## src/rtl/core/kfs_pkg.sv

```systemverilog
// shared types, constants and codes for the keyframe spline interpolator
`timescale 1ns / 1ps
package kfs_pkg;

	localparam int FRAC_BITS = 16;
	localparam int MAX_KEYS  = 64;
	localparam int KEY_AW    = $clog2(MAX_KEYS);
	localparam int CNT_W     = KEY_AW + 1;
	localparam int TIME_W    = 32;
	localparam int POS_W     = 32;
	localparam int VEC_W     = 3 * POS_W;
	// divider: signed numerator and denominator, magnitudes one bit narrower
	localparam int NUM_W     = TIME_W + FRAC_BITS + 1;
	localparam int DEN_W     = TIME_W + 1;
	localparam int NUM_MAG_W = NUM_W - 1;
	localparam int DEN_MAG_W = DEN_W - 1;

	localparam logic KIND_LOAD  = 1'b0;
	localparam logic KIND_QUERY = 1'b1;

	localparam logic [1:0] ERR_OK    = 2'd0;
	localparam logic [1:0] ERR_EMPTY = 2'd1;
	localparam logic [1:0] ERR_LAST  = 2'd2;
	localparam logic [1:0] ERR_SPAN  = 2'd3;

	typedef struct packed {
		logic                     kind;
		logic [KEY_AW-1:0]        key_slot;
		logic [TIME_W-1:0]        key_time;
		logic signed [POS_W-1:0]  key_x;
		logic signed [POS_W-1:0]  key_y;
		logic signed [POS_W-1:0]  key_z;
		logic [TIME_W-1:0]        query_time;
	} kfs_in_t;

	typedef struct packed {
		logic signed [POS_W-1:0]  pos_x;
		logic signed [POS_W-1:0]  pos_y;
		logic signed [POS_W-1:0]  pos_z;
		logic [1:0]               error_code;
	} kfs_res_t;

	typedef struct packed {
		logic                     en;
		logic [KEY_AW-1:0]        addr;
		logic [TIME_W-1:0]        ktime;
		logic [VEC_W-1:0]         kpos;
	} kfs_wr_t;

	typedef struct packed {
		logic                     go;
		logic signed [NUM_W-1:0]  num;
		logic signed [DEN_W-1:0]  den;
	} kfs_div_req_t;

	typedef struct packed {
		logic                     done;
		logic signed [NUM_W-1:0]  quo;
		logic [DEN_MAG_W-1:0]     rem;
	} kfs_div_rsp_t;

endpackage

```

## src/rtl/core/kfs_div.sv

```systemverilog
// bit-serial signed divider, quotient truncated toward zero
`timescale 1ns / 1ps
module kfs_div import kfs_pkg::*; (
	input  logic          clk,
	input  logic          arst_n,
	input  kfs_div_req_t  req,
	output kfs_div_rsp_t  rsp
);

	localparam int CW = $clog2(NUM_MAG_W + 1);

	logic                  run_q;
	logic                  done_q;
	logic [CW-1:0]         cnt_q;
	logic [NUM_MAG_W-1:0]  nmag_q;
	logic [DEN_MAG_W-1:0]  dmag_q;
	logic [DEN_MAG_W:0]    rem_q;
	logic [NUM_MAG_W-1:0]  quo_q;
	logic                  neg_q;

	logic signed [NUM_W-1:0] num_abs;
	logic signed [DEN_W-1:0] den_abs;
	logic [DEN_MAG_W:0]      trial;
	logic                    ge;
	logic [DEN_MAG_W:0]      rem_nx;

	// magnitudes and one restoring step
	always_comb begin
		num_abs = req.num[NUM_W-1] ? -req.num : req.num;
		den_abs = req.den[DEN_W-1] ? -req.den : req.den;
		trial   = {rem_q[DEN_MAG_W-1:0], nmag_q[NUM_MAG_W-1]};
		ge      = trial >= {1'b0, dmag_q};
		rem_nx  = ge ? trial - {1'b0, dmag_q} : trial;
	end

	// step counter
	always_ff @(posedge clk or negedge arst_n) begin
		if (!arst_n) begin
			run_q  <= 1'b0;
			done_q <= 1'b0;
			cnt_q  <= '0;
		end else begin
			done_q <= 1'b0;
			if (req.go) begin
				run_q <= 1'b1;
				cnt_q <= CW'(NUM_MAG_W);
			end else if (run_q) begin
				cnt_q <= cnt_q - 1'b1;
				if (cnt_q == CW'(1)) begin
					run_q  <= 1'b0;
					done_q <= 1'b1;
				end
			end
		end
	end

	// datapath
	always_ff @(posedge clk) begin
		if (req.go) begin
			nmag_q <= num_abs[NUM_MAG_W-1:0];
			dmag_q <= den_abs[DEN_MAG_W-1:0];
			rem_q  <= '0;
			quo_q  <= '0;
			neg_q  <= req.num[NUM_W-1] ^ req.den[DEN_W-1];
		end else if (run_q) begin
			rem_q  <= rem_nx;
			quo_q  <= {quo_q[NUM_MAG_W-2:0], ge};
			nmag_q <= {nmag_q[NUM_MAG_W-2:0], 1'b0};
		end
	end

	assign rsp.done = done_q;
	assign rsp.quo  = neg_q ? -$signed({1'b0, quo_q}) : $signed({1'b0, quo_q});
	assign rsp.rem  = rem_q[DEN_MAG_W-1:0];

endmodule

```

## config.mk

```make
export PLATFORM = sky130hd
export DESIGN_NAME = kfs_div
export DESIGN_NICKNAME = d
export VERILOG_FILES = /design/src/rtl/core/kfs_pkg.sv /design/src/rtl/core/kfs_div.sv
export SDC_FILE = /design/constraint.sdc
export NUM_CORES = 1
export LEC_CHECK = 0
export BUFFER_PORTS_ARGS = -buffer_cell sky130_fd_sc_hd__buf_2
export CELL_PAD_IN_SITES_DETAIL_PLACEMENT = 0
export CELL_PAD_IN_SITES_GLOBAL_PLACEMENT = 1
export CORE_MARGIN = 5
export CORE_UTILIZATION = 41
export DETAILED_ROUTE_END_ITERATION = 12
export PLACE_DENSITY = 0.78
export SETUP_SLACK_MARGIN = 0.4
export SLEW_MARGIN = 20
export SYNTH_ARGS = -nofsm -noshare
export SYNTH_HDL_FRONTEND = slang
export SYNTH_SLANG_ARGS = --single-unit
```

## constraint.sdc

```tcl
create_clock -name clk -period 3.35 [get_ports clk]
set_input_delay 0.1675 -clock clk [delete_from_list [all_inputs] [get_ports clk]]
set_output_delay 0.1675 -clock clk [all_outputs]
set_load 0.01 [all_outputs]
```

==> impl.org <==
** Floorplanning
- The core region is around 26,000 µm².
- Floorplan die area :: about 30,000 µm²
- During I/O placement, the number of pins put on the boundary was roughly 170.
- The floorplan step set the die height to between 150 and 200 µm.
- Horizontal die dimension :: ~170 µm
- Row generation in the floorplan step produced 59 rows.
- The initial utilization of the core area, before any placement, comes to 41.7%.

** GRT
- First-pass GRT wire length :: around 46 mm
- The number of antenna violations at the first check in global routing is 2.
- Pin count of the biggest net entering global routing :: 89
- Global routing used roughly 18% of the available tracks.
- Global-route congestion overflow total :: 0
- Number of global-route vias before repair :: 8,911

** Setup path
- Kind of capture point of the worst setup path :: output pin
- The worst register-to-register path ends at rem_q[19].
- Critical Path Source :: quo_q[9]
- Largest fanout on the critical path :: 4
- On the worst path, the slowest cell contributes a delay of 0.55 ns.
- CP Data Arrival Time :: ~3.1 ns
- Dominant delay contributor by cell family on the critical path :: simple AND/OR/NAND/NOR gates
- The startpoint identified for the worst register-to-register timing path is dmag_q[15].
- Data required time of the critical path :: approximately 3.2 ns
- The worst setup path is of the reg -> out kind.
- Worst reg-to-reg setup slack :: 0.47 ns
- Critical path buffer and inverter count :: 1
- Traced cell by cell, the critical path runs through or4_4 > nor3_4 > nand4_1 > nand2b_4 > nand2b_4 > or4_4 > or2_4 > o31a_1 > buf_2.
- Crit-path slowest cell :: or4_4
- Measured in cells, the most critical reg-to-reg path has a length of 11.
- Startpoint Class :: flip-flop

** Timing
- Setup tns final :: 0 ns
- For the pin with the worst max-slew slack, the measured transition is roughly 0.8 ns.
- FMAX :: 0.309 GHz
- Hold is met by roughly 0.052 ns.
- Max-slew headroom at the worst pin :: between 40% and 50%
- Setup repair after global routing could not meet its margin everywhere.
- Setup violations remaining at the end of the flow were counted as 0.
- On the final layout, the worst clock skew is 0.0192 ns.
- The final hold violation count came to 0.
- Shortest clock period the worst path allows after layout :: about 3.2 ns
- The max-slew violation count came to 0.
- Final Cycle Share :: between 90% and 100%

** Pwr
- IR analysis of the VDD net gives a maximum drop of between 0.2 and 0.3 mV.
- Sequential cells burn 47.5% of the power.
- Net switching is approximately 27% of the power.
- Combinational cells account for 14.7% of the total power.
- For this design the total switching power over the nets is ~1.4 mW.
- Cell Int Power :: roughly 3.7 mW
- Clock share of power :: 37.8%
- Dividing total power by cell area gives a power density of about 380 nW/µm².
- For this design the static power due to leakage is 5.97 nW.

** Layout
- Cells fill ~50% of the core in the end.
- Antenna diode count :: 0
- Signed area change from the synthesized netlist to the final layout :: 22.8%
- The final layout contains around 1,500 nets.
- Final instance area :: ~13,000 µm²
- Layout cell share with drive strength beyond 1 :: between 20% and 30%

** Clock network
- Root Buffer :: clkbuf_16
- After clock tree synthesis, the clock-pin slew on the worst setup and hold paths is 0.07 ns.
- Counting along the longest clock path gives a buffer depth of 2.
- The clock tree synthesis step divided the H-tree into 4 levels.
- TritonCTS clock tree :: yes
- Clock tree sinks :: ~170
- The later pin in the worst-skew pair is clocked with a latency of around 0.43 ns.
- Number of clock buffers inserted by TritonCTS :: 17

** Status
- The run finished with clean final reports.

** Route
- Post-detailed-route wirelength per cell :: between 15 and 20 µm
- Count of routing violations after the opening detailed-route iteration :: 471
- In this run the remaining antenna-violating nets after routing total 0.
- First-pass DRT Iterations :: 5
- Total Wirelength :: approximately 28 mm
- After detailed routing, the number of vias per cell comes to 5.36.
- For this run, design rule violations remaining after detail routing come to 0.
- Count of vias placed by the detailed router :: 9,289

** Synthesis
- Synthesis produced a netlist with a net count of 1,327.
- Number of enable-type register cells in the synthesized netlist :: 81
- The largest total area in the synthesized netlist belongs to edfxtp_1.
- Synth cell count leaders :: nor2_1, xnor2_1, nand2_1, a21oi_1, edfxtp_1
- Among all flip-flop cells after synthesis, the most frequent one is edfxtp_1.
- Netlist area before placement :: between 10,000 and 15,000 µm²
- Most frequent cell after synthesis :: nor2_1
- Area share of the largest cell type after synthesis :: between 20 and 25%
- In this run, synthesis produced a sequential element count of about 170.
- Avg Inst Size Synth :: 9.03 µm²
- Yosys cell types :: roughly 70
- The Yosys step of the flow raised 0 warnings.
- By area the synthesized netlist is led by edfxtp_1, dfxtp_1, xnor2_1.
- Sequential cell area fraction in the yosys report :: 38.9%
- Async set-or-reset flop fraction in the synthesized netlist :: under 10%
- Counting every instance in the synthesized netlist gives between 1,000 and 1,500.

** Placement
- Detailed placement ended at an HPWL of 19.8 mm.
- Area after detailed placement :: ~12,000 µm²
- Global placement routability congestion :: approximately 0.88
- In this run the tool buffered the top-level ports with between 150 and 200 buffer cells.

** Min path
- Type of the worst min-delay path :: in -> reg
- Endpoint of the worst hold path :: dmag_q[9]
- The worst hold path begins at req[9].
- Number of cells on the worst hold path :: 2

** Job
- # Max-Cap Violations :: 0
[placed cells by master, fill, tap and decap left out, types with 28 or more instances in the layout]
master,Yosys,final
mux2i_1,54,54
nand2_1,89,88
a21oi_1,83,73
buf_4,4,40
inv_1,53,52
xnor2_1,97,95
dfxtp_1,80,74
nor2_1,151,147
o21ai_0,60,51
edfxtp_1,81,81
xor2_1,49,49
ha_1,37,28
buf_2,2,166
[how the worst max path moves through the flow]
stage,endpoint,slack (ns),depth (start not counted)
2_1_floorplan,rem_q[26],0.42,12
3_3_place_gp,dmag_q[25],0.25,10
3_5_place_dp,rem_q[26],0.18,12
4_1_cts,rsp[80],0.13,9
5_1_grt,rsp[80],0.01,9
6_report,rsp[80],0.12,9
[area by class of cell]
| cell class | instances | area [µm²] |
|---|---|---|
| fillers | 2510 | 12700 |
| multi-input cells | 925 | 6630 |
| flip-flops and latches | 169 | 4250 |
| repair buffers | 218 | 1290 |
| clock buffers | 21 | 472 |
| well taps | 335 | 419 |
| inverters | 53 | 199 |
| clock inverters | 11 | 83.8 |
[stage by stage]
step | power, mW | std cells | worst slack, ns
floorplan | 2.89 | 1204 | 0.423
finish | 5.03 | 1732 | 0.115
global route | 5.28 | 1732 | 0.0131
global placement | 3.12 | 1666 | 0.255
detailed placement | 3.13 | 1666 | 0.180
CTS | 5.05 | 1716 | 0.126
[power groups by stage]
stage	clock network [mW]	registers [mW]	logic, mW
after global placement	0	2.43	0.688
after CTS	1.94	2.39	0.714
after global routing	2.05	2.40	0.827
after floorplan	0	2.41	0.477
final	1.90	2.39	0.738
after detailed placement	0	2.43	0.695
[flip-flops by register name, summed over array words and instances, names as in the netlist]
signal / cells
quo_q: 48
run_q: 1
nmag_q: 48
rem_q: 32
dmag_q: 32
cnt_q: 6
neg_q: 1
done_q: 1
[worst reg2reg max path, delay by kind of cell (launching register included)]
kind | cells | cell delay, ns
flip-flops | 1 | 0.38
AO/OA/AOI/OAI | 6 | 1.12
buffers and inverters | 2 | 0.24
AND/OR/NAND/NOR | 2 | 0.66
adder cells (fa/ha/maj) | 1 | 0.40
[cells by family (layout without fill, tap and decap cells)]
group                      count (synthesis)  in the layout  share of synthesized area [%]
and+or+nand+nor                          395            395                           17.8
AOI/OAI and AO/OA                        276            276                           16.4
DFF                                      169            169                           38.9
xor gates and xnor gates                 146            146                           11.8
buffers and inverters                    110            303                           3.96
muxes                                     70             70                           6.63
adders and majority gates                 38             38                           4.44
[layer usage]
metal,vias up,global-route usage [%],share of wire (%)
li1,4680,-,-
met1,4381,26.4,50
met2,199,27.4,44
met3,25,3.76,4.6
met4,4,3.50,0.88
met5,-,0,0.075
[what timing repair did]
item | 4_1_cts | 5_1_grt
endpoints found under the hold margin | 9 | 0
endpoints found under the setup margin | 40 | 50
hold buffers | 2 | 0
resized for setup | 44 | 62
pin swaps | 10 | 29
cloned | 0 | 1
buffers inserted | 16 | 15
(Power assumes the default switching activity.)
